**config.mk**
```make
export PLATFORM = sky130hd
export DESIGN_NAME = base64_byte_encoder_core
export DESIGN_NICKNAME = d
export VERILOG_FILES = /design/src/rtl/b64e_pkg.sv /design/src/rtl/b64e_front.sv /design/src/rtl/b64e_queue.sv /design/src/rtl/b64e_back.sv /design/src/rtl/base64_byte_encoder_core.sv
export SDC_FILE = /design/constraint.sdc
export NUM_CORES = 1
export LEC_CHECK = 0
export ABC_AREA = 0
export BUFFER_PORTS_ARGS = -buffer_cell sky130_fd_sc_hd__buf_2
export CAP_MARGIN = 20
export CORE_UTILIZATION = 40
export CTS_BUF_LIST = sky130_fd_sc_hd__clkbuf_8 sky130_fd_sc_hd__clkbuf_16
export DETAILED_ROUTE_END_ITERATION = 12
export GPL_TIMING_DRIVEN = 0
export HOLD_SLACK_MARGIN = 0.08
export PLACE_DENSITY = 0.66
export RECOVER_POWER = 25
export SYNTH_ARGS = -nofsm -noshare
export SYNTH_HDL_FRONTEND = slang
export SYNTH_SLANG_ARGS = --single-unit
```
**constraint.sdc**
```tcl
create_clock -name clk -period 7.3 [get_ports clk]
set_input_delay 0.365 -clock clk [delete_from_list [all_inputs] [get_ports clk]]
set_output_delay 0.365 -clock clk [all_outputs]
set_load 0.02 [all_outputs]
```
**src/rtl/b64e_pkg.sv**
```systemverilog
// base64 encoder package: command word passed from front to back, queue sizing
// and the 6-bit to ASCII alphabet lookup; no dependencies
`default_nettype none

package b64e_pkg;

    localparam int QUEUE_DEPTH = 2;
    localparam int MAX_CHARS   = 4;

    localparam logic [7:0] CHAR_PAD   = 8'h3d;  // '='
    localparam logic [7:0] CHAR_PLUS  = 8'h2b;  // '+'
    localparam logic [7:0] CHAR_SLASH = 8'h2f;  // '/'

    // one output character: either padding or a 6-bit alphabet index
    typedef struct packed {
        logic       pad;
        logic [5:0] code;
    } char_t;

    // all characters caused by one input byte
    typedef struct packed {
        char_t [MAX_CHARS-1:0] chars;
        logic  [1:0]           last_idx;
        logic                  eot;
    } cmd_t;

    function automatic logic [7:0] sym(input logic [5:0] v);
        logic [7:0] r;
        if (v < 6'd26)
        begin
            r = 8'h41 + {2'b00, v};
        end
        else if (v < 6'd52)
        begin
            r = 8'h61 + {2'b00, v} - 8'd26;
        end
        else if (v < 6'd62)
        begin
            r = 8'h30 + {2'b00, v} - 8'd52;
        end
        else if (v == 6'd62)
        begin
            r = CHAR_PLUS;
        end
        else
        begin
            r = CHAR_SLASH;
        end
        return r;
    endfunction

    function automatic logic [7:0] to_ascii(input char_t c);
        return c.pad ? CHAR_PAD : sym(c.code);
    endfunction

endpackage

`default_nettype wire

```
**src/rtl/b64e_front.sv**
```systemverilog
// base64 encoder front: accepts bytes, tracks group phase and leftover bits,
// and turns each byte into a character command; uses b64e_pkg
`default_nettype none

module b64e_front (
    input  wire logic           clk,
    input  wire logic           rst_n,
    input  wire logic           in_valid,
    output logic                in_ready,
    input  wire logic [7:0]     data_byte,
    input  wire logic           last_byte,
    output logic                push,
    output b64e_pkg::cmd_t      cmd,
    input  wire logic           q_full
);
    import b64e_pkg::*;

    logic [1:0] phase_reg, phase_next;
    logic [3:0] left_reg, left_next;

    assign in_ready = !q_full;
    assign push     = in_valid && !q_full;

    always_comb
    begin
        cmd        = '0;
        phase_next = 2'd0;
        left_next  = 4'd0;
        unique case (phase_reg)
            2'd1:
            begin
                cmd.chars[0].code = {left_reg[1:0], data_byte[7:4]};
                if (last_byte)
                begin
                    cmd.chars[1].code = {data_byte[3:0], 2'b00};
                    cmd.chars[2].pad  = 1'b1;
                    cmd.last_idx      = 2'd2;
                    cmd.eot           = 1'b1;
                end
                else
                begin
                    left_next  = data_byte[3:0];
                    phase_next = 2'd2;
                end
            end
            2'd2:
            begin
                cmd.chars[0].code = {left_reg, data_byte[7:6]};
                cmd.chars[1].code = data_byte[5:0];
                cmd.last_idx      = 2'd1;
                cmd.eot           = last_byte;
            end
            default:
            begin
                // phase 3 never arises from reset and behaves as phase 0
                cmd.chars[0].code = data_byte[7:2];
                if (last_byte)
                begin
                    cmd.chars[1].code = {data_byte[1:0], 4'b0000};
                    cmd.chars[2].pad  = 1'b1;
                    cmd.chars[3].pad  = 1'b1;
                    cmd.last_idx      = 2'd3;
                    cmd.eot           = 1'b1;
                end
                else
                begin
                    left_next  = {2'b00, data_byte[1:0]};
                    phase_next = 2'd1;
                end
            end
        endcase
    end

    always_ff @(posedge clk or negedge rst_n)
    begin
        if (!rst_n)
        begin
            phase_reg <= 2'd0;
            left_reg  <= 4'd0;
        end
        else if (push)
        begin
            phase_reg <= phase_next;
            left_reg  <= left_next;
        end
    end

endmodule

`default_nettype wire

```
**src/rtl/b64e_queue.sv**
```systemverilog
// base64 encoder command queue between front and back, small register fifo;
// uses b64e_pkg
`default_nettype none

module b64e_queue (
    input  wire logic           clk,
    input  wire logic           rst_n,
    input  wire logic           push,
    input  wire b64e_pkg::cmd_t push_cmd,
    output logic                full,
    input  wire logic           pop,
    output logic                not_empty,
    output b64e_pkg::cmd_t      head
);
    import b64e_pkg::*;

    localparam int PtrW = (QUEUE_DEPTH > 1) ? $clog2(QUEUE_DEPTH) : 1;
    localparam int CntW = $clog2(QUEUE_DEPTH + 1);
    localparam logic [CntW-1:0] DepthC = CntW'(QUEUE_DEPTH);
    localparam logic [PtrW-1:0] LastPtr = PtrW'(QUEUE_DEPTH - 1);

    cmd_t            entries_reg [QUEUE_DEPTH];
    logic [PtrW-1:0] wr_ptr_reg, rd_ptr_reg;
    logic [CntW-1:0] count_reg;

    assign full      = (count_reg == DepthC);
    assign not_empty = (count_reg != '0);
    assign head      = entries_reg[rd_ptr_reg];

    always_ff @(posedge clk)
    begin
        if (push)
        begin
            entries_reg[wr_ptr_reg] <= push_cmd;
        end
    end

    always_ff @(posedge clk or negedge rst_n)
    begin
        if (!rst_n)
        begin
            wr_ptr_reg <= '0;
            rd_ptr_reg <= '0;
            count_reg  <= '0;
        end
        else
        begin
            if (push)
            begin
                wr_ptr_reg <= (wr_ptr_reg == LastPtr) ? '0 : wr_ptr_reg + 1'b1;
            end
            if (pop)
            begin
                rd_ptr_reg <= (rd_ptr_reg == LastPtr) ? '0 : rd_ptr_reg + 1'b1;
            end
            if (push && !pop)
            begin
                count_reg <= count_reg + 1'b1;
            end
            else if (pop && !push)
            begin
                count_reg <= count_reg - 1'b1;
            end
        end
    end

endmodule

`default_nettype wire

```
**src/rtl/b64e_back.sv**
```systemverilog
// base64 encoder back: steps through the characters of each command, maps
// them to ASCII and holds them in the output register; uses b64e_pkg
`default_nettype none

module b64e_back (
    input  wire logic           clk,
    input  wire logic           rst_n,
    input  wire logic           q_valid,
    input  wire b64e_pkg::cmd_t q_head,
    output logic                pop,
    output logic                out_valid,
    input  wire logic           out_ready,
    output logic [7:0]          out_char,
    output logic                end_of_text
);
    import b64e_pkg::*;

    logic       busy_reg;
    cmd_t       cmd_reg;
    logic [1:0] idx_reg;
    logic       ovalid_reg;
    logic [7:0] ochar_reg;
    logic       oeot_reg;
    logic       load_out;
    logic       idx_last;

    assign load_out = busy_reg && (!ovalid_reg || out_ready);
    assign idx_last = (idx_reg == cmd_reg.last_idx);
    assign pop      = q_valid && (!busy_reg || (load_out && idx_last));

    assign out_valid   = ovalid_reg;
    assign out_char    = ochar_reg;
    assign end_of_text = oeot_reg;

    always_ff @(posedge clk)
    begin
        if (pop)
        begin
            cmd_reg <= q_head;
        end
        if (load_out)
        begin
            ochar_reg <= to_ascii(cmd_reg.chars[idx_reg]);
            oeot_reg  <= cmd_reg.eot && idx_last;
        end
    end

    always_ff @(posedge clk or negedge rst_n)
    begin
        if (!rst_n)
        begin
            busy_reg   <= 1'b0;
            idx_reg    <= 2'd0;
            ovalid_reg <= 1'b0;
        end
        else
        begin
            if (load_out)
            begin
                ovalid_reg <= 1'b1;
            end
            else if (out_ready)
            begin
                ovalid_reg <= 1'b0;
            end

            if (pop)
            begin
                busy_reg <= 1'b1;
                idx_reg  <= 2'd0;
            end
            else if (load_out)
            begin
                // last character of this command gone and nothing queued
                if (idx_last)
                begin
                    busy_reg <= 1'b0;
                end
                idx_reg <= idx_reg + 1'b1;
            end
        end
    end

endmodule

`default_nettype wire

```
**src/rtl/base64_byte_encoder_core.sv**
```systemverilog
// Streaming base64 encoder, standard alphabet with '=' padding.
// Input stream: one raw byte per word on s_axis, s_axis_tlast marks the final
// byte of the stream. Output stream: one ASCII character per word on m_axis,
// m_axis_tlast marks the final character (the last one after padding).
// Each byte yields one character (first or second byte of a group), two
// (third byte, even if last), or three to four when it ends the stream
// partway through a group (flush and pads). The byte's command is written
// to the queue, popped into the back end's command register, and its first
// character goes to the output register. Throughput is one character per
// cycle while m_axis_tready is high, set by the back end's single output
// register; bytes are taken back to back while the two-entry queue has room.
// Reset clears group phase, leftover bits, the queue and the output valid.
// When m_axis_tready is low the character is held, the queue fills, and
// s_axis_tready drops once the queue is full.
// Depends on b64e_pkg, b64e_front, b64e_queue and b64e_back.
`default_nettype none

module base64_byte_encoder_core (
    input  wire logic       clk,
    input  wire logic       rst_n,
    input  wire logic       s_axis_tvalid,
    output logic            s_axis_tready,
    input  wire logic [7:0] s_axis_tdata,   // [7:0] data_byte
    input  wire logic       s_axis_tlast,   // last_byte
    output logic            m_axis_tvalid,
    input  wire logic       m_axis_tready,
    output logic [7:0]      m_axis_tdata,   // [7:0] out_char
    output logic            m_axis_tlast    // end_of_text
);
    import b64e_pkg::*;

    logic push;
    logic pop;
    logic q_full;
    logic q_valid;
    cmd_t front_cmd;
    cmd_t q_head;

    b64e_front u_front (
        .clk       (clk),
        .rst_n     (rst_n),
        .in_valid  (s_axis_tvalid),
        .in_ready  (s_axis_tready),
        .data_byte (s_axis_tdata),
        .last_byte (s_axis_tlast),
        .push      (push),
        .cmd       (front_cmd),
        .q_full    (q_full)
    );

    b64e_queue u_queue (
        .clk       (clk),
        .rst_n     (rst_n),
        .push      (push),
        .push_cmd  (front_cmd),
        .full      (q_full),
        .pop       (pop),
        .not_empty (q_valid),
        .head      (q_head)
    );

    b64e_back u_back (
        .clk         (clk),
        .rst_n       (rst_n),
        .q_valid     (q_valid),
        .q_head      (q_head),
        .pop         (pop),
        .out_valid   (m_axis_tvalid),
        .out_ready   (m_axis_tready),
        .out_char    (m_axis_tdata),
        .end_of_text (m_axis_tlast)
    );

endmodule

`default_nettype wire
```
==> results of run 1 <==
## per-stage QoR
step,utilization,instances,instance area (sq um)
final,0.468,433,4080
after global routing,0.468,433,4080
after CTS,0.468,432,4080
after detailed placement,0.443,416,3870
after global placement,0.443,416,3860
after floorplan,-,285,3610
## synthesized netlist by cell type (2+ instances only)
library cell   n
a32oi_1        2
xnor2_1        3
xor2_1         8
inv_1         11
nand2_1       27
dfrtp_1       14
a22oi_1        7
nor2_1        19
nand2b_1       6
and3_1         3
nor2b_1        5
a31oi_1        3
and2_1         7
or2_2          2
o21ai_0       18
a21oi_1        4
buf_2          2
buf_1          2
ha_1          12
mux2i_1        7
nand3b_1       4
clkbuf_1       6
a22o_1         4
nand3_1        3
nor3_1         3
edfxtp_1      60
mux2_2        18
## layout make-up
| class | instances | area (sq um) | area share |
|---|---|---|---|
| Timing Repair Buffer | 25 | 125 | 0.0306 |
| Clock inverter | 6 | 81.3 | 0.0199 |
| Buffer | 12 | 58.8 | 0.0144 |
| Sequential cell | 74 | 2150 | 0.527 |
| Inverter | 11 | 41.3 | 0.0101 |
| Multi-Input combinational cell | 188 | 1370 | 0.334 |
| Tap cell | 108 | 135 | 0.0331 |
| Clock buffer | 9 | 124 | 0.0303 |
## metal layers
metal | GRT usage | share of wire | vias to the layer above
met5 | 0 | 0 | -
met4 | 0.0517 | 0.010 | 0
met3 | 0.0468 | 0.037 | 4
met2 | 0.246 | 0.49 | 48
met1 | 0.164 | 0.46 | 1031
li1 | - | - | 1118
## power groups by stage
stage / combinational (uW) / clock (uW) / sequential [uW]
after global routing: 912 / 355 / 749
after CTS: 810 / 338 / 735
after floorplan: 603 / 0 / 760
after detailed placement: 805 / 0 / 744
after global placement: 793 / 0 / 738
final: 811 / 329 / 733
## timing repair
action / CTS / global route
hold buffers: 1 / 0
hold endpoints to repair: 14 / 0
buffers inserted: 0 / 0
## worst max-delay path by stage
stage	cells past startpoint	slack, ns	end	start
finish	9	4.55	u_back.out_char[4]	u_back.idx_reg[1]
global route	9	4.27	u_back.out_char[0]	u_back.idx_reg[1]
CTS	11	4.52	u_queue.count_reg[1]	u_back.idx_reg[0]
detailed placement	11	4.54	u_queue.count_reg[1]	u_back.idx_reg[0]
global placement	11	4.52	u_queue.count_reg[1]	u_back.idx_reg[0]
floorplan	11	4.88	u_queue.count_reg[1]	u_back.idx_reg[0]
## logic make-up (layout without fill, tap and decap cells)
group	count (synthesis)	count (layout)	synth area share
flops	74	74	0.595
simple gates	85	85	0.117
mux	27	27	0.0879
xor+xnor	11	11	0.0267
compound gates	53	53	0.104
buf+inv	23	63	0.0277
fa+ha+maj	12	12	0.0415
## critical path: stages, from the launching register on
cell	delay [ns]
dfrtp_1	0.40
buf_2	0.20
buf_1	0.24
nor2_1	0.33
inv_1	0.08
ha_1	0.23
nor2b_1	0.41
nand2b_1	0.21
and3_1	0.23
o32ai_2	0.25
==> key figures, run 1 <==
Floorplan
  • Top Ports: 24
  • Core area: 8720 sq um
  • Overall die width: 97.1 microns
  • Num rows: 34
  • Die ar.: 9420 sq um
  • Initial core utilization: 0.414
  • Die height: 97.1 microns

Power and ir drop
  • Final Total Pwr: 1870 uW
  • Psw: 685 uW
  • Pwr Density: 459 nW/um^2
  • Worst VDD drop: 0.225 mV
  • Sequential share of power: 0.391
  • Pint: 1190 uW
  • Clock Power Share: 0.176
  • Leak pwr: 0.00151 uW
  • Comb power frac: 0.433
  • Switching Share: 0.366

Timing
  • Setup violators final: 0
  • Final worst setup slack: 4.55 ns
  • Period minus WS final: 2.75 ns
  • Actual slew at the worst max-slew pin: 0.873 ns
  • F_max: 364 MHz
  • Pins over their slew limit: 0
  • Post-route clock period utilization: 0.376
  • Setup TNS: 0 ns
  • RSZ-0062 raised after global routing: no
  • Slew Limit Headroom: 0.418
  • Worst hold slack: 0.274 ns
  • Final hold violation count: 0
  • Clock Skew: 0.0102 ns

Clock tree
  • Resize count post-CTS: 0
  • Clk Latency, worst-skew pair: 0.34 ns
  • Root Driver: clkbuf_8
  • Bufs on Longest Clock Path: 2
  • Total CTS buffers: 9
  • H-tree Lvls: 3
  • Clock transition at the registers of the reported paths: 0.08 ns
  • CTS tree: yes
  • Sink Count: 74

Synthesis
  • Area leader, netlist: edfxtp_1
  • Mapped Cells: 285
  • Number of synthesized flops with an enable pin: 60
  • Syn Nets: 310
  • Synth cell types: 52
  • Syn Area/Cell: 12.7 sq um
  • Main flop type after synthesis: edfxtp_1
  • Sequential area share after synthesis: 0.595
  • Flops & latches, synth: 74
  • FFs w/ async S/R, synth: 0.189
  • Synthesis warning total: 0
  • Synth top area share: 0.498
  • Post-Syn Area: 3610 sq um
  • Synth top area cells: edfxtp_1 50%, dfrtp_1 9.7%, mux2_2 5.6%

Worst hold path
  • Worst Hold Path EP: u_queue.entries_reg[0][0]
  • Hold/Removal Path Class: in2reg
  • Hold path cells: 1
  • Hold path startpoint: s_axis_tlast

Layout
  • Share of cells above drive strength 1: 0.178
  • Fill count: 754
  • Nets: 346
  • N_diodes: 0
  • Commonest cells after routing, fill and taps aside: 60 x edfxtp_1, 27 x nand2_1
  • Layout area overhead: 12.9%
  • Max FFs per register: 34
  • Commonest non-fill, non-tap cell in the layout: edfxtp_1

Place
  • PortBufs: 23
  • Placer congestion estimate: 0.869
  • DP HPWL: 4410 microns
  • Pre-CTS setup slack: 4.54 ns

Critical path
  • RR Startpoint: u_back.idx_reg[1]
  • CP max FO: 10
  • Crit end category: flop
  • Req. time, crit path: 7.47 ns
  • Worst flop-to-flop path endpoint: u_back.out_char[4]
  • Crit path kind: reg2reg
  • CP startpoint kind: flop
  • R2R Setup Slk: 4.55 ns
  • R2R cell count: 9
  • Worst EP arrival: 2.92 ns

Routing
  • Drt via density: 5.08
  • Via count: 2,201
  • Wire length per cell: 14.1 microns
  • Initial DRC count: 103
  • DRC Markers: 0
  • First-pass iteration count of the detailed router: 5
  • Wirelength, routed: 6080 microns
  • Routed Antenna Nets: 0

Global route
  • Largest net degree at the start of global routing: 22
  • All-layer global routing usage: 0.142
  • Initial antenna violation count: 0
  • Global-route wire length before repair: 10,600 microns
  • Number of global-route vias before repair: 2,233
  • GRT overflow: 0

Flow run
  • Max-Cap Viols: 0

Status
  • Status: complete, no violations
Note: power is estimated with default switching activity, not from simulation.
==> inputs of run 2 (changes only) <==
PLACE_DENSITY = 0.68   (was 0.66)
clock period = 2.5 ns   (was 7.3 ns; I/O delays follow)
==> run 2 against run 1 <==
Net effect: critical path type unchanged; first-iteration DRC count rose by 52%; critical path depth fell by 1; count of clock-buffer cells in the layout did not move; maximum frequency rose by 14%.
==> key figures, run 2 (synthesis results as in run 1) <==
Critical path
  • R2R cell count: 8
  • Req. time, crit path: 2.68 ns
  • CP startpoint kind: flop
  • Crit path kind: reg2reg
  • Worst flop-to-flop path endpoint: u_back.out_char[4]
  • Buffers and inverters on the worst path: 2
  • Cell at the slowest stage of the critical path: a311oi_2
  • Crit end category: flop
  • Worst EP arrival: 2.59 ns
  • CP max FO: 7
  • R2R Setup Slk: 0.09 ns
  • Crit-path max cell delay: 0.50 ns
  • Largest delay contributor family on the critical path: compound AO/OA/AOI/OAI gates
  • RR Startpoint: u_back.idx_reg[0]
  • Crit-path cells: buf_6 > mux2i_4 > nor2_1 > inv_1 > ha_1 > a311oi_2 > a31oi_1 > o32ai_2

Power and ir drop
  • Pwr Density: 1330 nW/um^2
  • Worst VDD drop: 0.824 mV
  • Leak pwr: 0.00157 uW

Layout
  • Post-route insts no fill: 446
  • Footprint of the multi-input gates: 1430 sq um
  • Commonest non-fill, non-tap cell in the layout: edfxtp_1
  • Layout area overhead: 16.8%
  • Util after Layout: 0.484
  • N_diodes: 0
  • Nets: 358
  • Reg area: 2150 sq um
  • Commonest cells after routing, fill and taps aside: 60 x edfxtp_1, 27 x nand2_1, 19 x clkbuf_1
  • Fin area: 4220 sq um
  • Fill count: 769
  • Max FFs per register: 34
  • Share of cells above drive strength 1: 0.213

Timing
  • F_max: 415 MHz
  • Period minus WS final: 2.41 ns
  • Slew Limit Headroom: 0.400
  • Pins over their slew limit: 0
  • Setup violators final: 0
  • RSZ-0062 raised after global routing: yes
  • Actual slew at the worst max-slew pin: 0.899 ns
  • Final worst setup slack: 0.0896 ns
  • Clock Skew: 0.00638 ns
  • Post-route clock period utilization: 0.964
  • Final hold violation count: 0

Clock tree
  • Clk Latency, worst-skew pair: 0.35 ns
  • Root Driver: clkbuf_8
  • Bufs on Longest Clock Path: 2
  • Sink Count: 74
  • H-tree Lvls: 3
  • CTS tree: yes
  • Total CTS buffers: 9
  • Clock transition at the registers of the reported paths: 0.07 ns

Status
  • Status: complete, no violations

Global route
  • GRT overflow: 0
  • Number of global-route vias before repair: 2,358
  • All-layer global routing usage: 0.153
  • Global-route wire length before repair: 11,200 microns
  • Initial antenna violation count: 0
  • Largest net degree at the start of global routing: 22

Routing
  • Wirelength, routed: 6590 microns
  • First-pass iteration count of the detailed router: 5
  • DRC Markers: 0
  • Via count: 2,319
  • Drt via density: 5.20
  • Initial DRC count: 157
  • Wire length per cell: 14.8 microns
  • Routed Antenna Nets: 0

Place
  • Placed instance area: 3870 sq um
  • DP HPWL: 4500 microns
  • Placer congestion estimate: 0.830
  • PortBufs: 23
  • Pre-CTS setup slack: -0.297 ns
  • Placed cells: 416

Floorplan
  • Initial core utilization: 0.414
  • Die height: 97.1 microns
  • Die ar.: 9420 sq um
  • Overall die width: 97.1 microns
  • Core area: 8720 sq um
  • Num rows: 34
  • Top Ports: 24

Worst hold path
  • Worst Hold Path EP: u_queue.entries_reg[0][6]
  • Hold path cells: 3
  • Hold path startpoint: s_axis_tdata[5]
  • Hold/Removal Path Class: in2reg

Flow run
  • Max-Cap Viols: 0
## run 2: changes by cell type in the layout (fill, tap and decap cells not counted), sizes merged
| cell | previous run | this run |
|---|---|---|
| dlygate4sd3 | 1 | 7 |
| inv | 12 | 15 |
| buf | 18 | 22 |
| bufinv | 2 | 1 |
| clkinv | 3 | 2 |
| clkbuf | 27 | 28 |
| a21oi | 5 | 6 |
## run 2: final cells by class
cell class | instances | share of cell area
Clock inverter | 7 | 0.0139
Timing Repair Buffer | 36 | 0.0501
Clock buffer | 9 | 0.0293
Buffer | 12 | 0.0163
Tap cell | 108 | 0.0320
Inverter | 11 | 0.00978
Sequential cell | 74 | 0.510
Multi-Input combinational cell | 189 | 0.339
## run 2: worst reg2reg max path: cells and delay by family, from the launching register on
family	cells	cell delay, ns
AND/OR/NAND/NOR	1	0.25
multiplexers	1	0.19
AO/OA/AOI/OAI	3	0.89
adder cells (fa/ha/maj)	1	0.24
buffers and inverters	2	0.28
flip-flops	1	0.39
## run 2: layer usage
metal	global-route usage	vias up	wire [microns]
met1	0.178	1099	2900
met5	0	-	0
li1	-	1151	-
met4	0.0597	0	161
met2	0.256	53	3260
met3	0.0540	16	263
## run 2: power breakdown
| group | leakage, uW | internal (uW) | switching, uW | total, uW |
|---|---|---|---|---|
| Sequential | 0.000734 | 1970 | 190 | 2160 |
| Clock | 0.000108 | 447 | 426 | 873 |
| Combinational | 0.000723 | 1060 | 1510 | 2570 |
| Total | 0.00157 | 3480 | 2120 | 5600 |
## run 2: how the worst max path moves through the flow
stage | from | endpoint | slack (ns) | cells past startpoint
after detailed placement | u_back.idx_reg[0] | u_queue.count_reg[1] | -0.30 | 11
after global placement | u_back.idx_reg[0] | u_queue.count_reg[1] | -0.26 | 11
after global routing | u_back.idx_reg[0] | u_back.out_char[4] | -0.007 | 9
final | u_back.idx_reg[0] | u_back.out_char[4] | 0.09 | 8
after floorplan | u_back.idx_reg[0] | u_queue.count_reg[1] | 0.08 | 11
after CTS | u_back.idx_reg[1] | u_back.out_char[4] | 0.005 | 9
## run 2: repair_timing
action,in CTS,in global routing
gates cloned,0,2
hold buffers,7,0
gates resized for setup,6,13
hold endpoints to repair,21,0
buffers inserted,1,4
pin swaps,2,3
setup endpoints to repair,10,10
## run 2: metrics by stage
step	hold WS (ns)	setup TNS [ns]	power [uW]
3_5_place_dp	0.0581	-1.69	4550
3_3_place_gp	0.0486	-1.41	4470
4_1_cts	0.136	0	5480
5_1_grt	0.163	-0.0113	6010
2_1_floorplan	-0.171	0	3980
6_report	0.165	0	5600
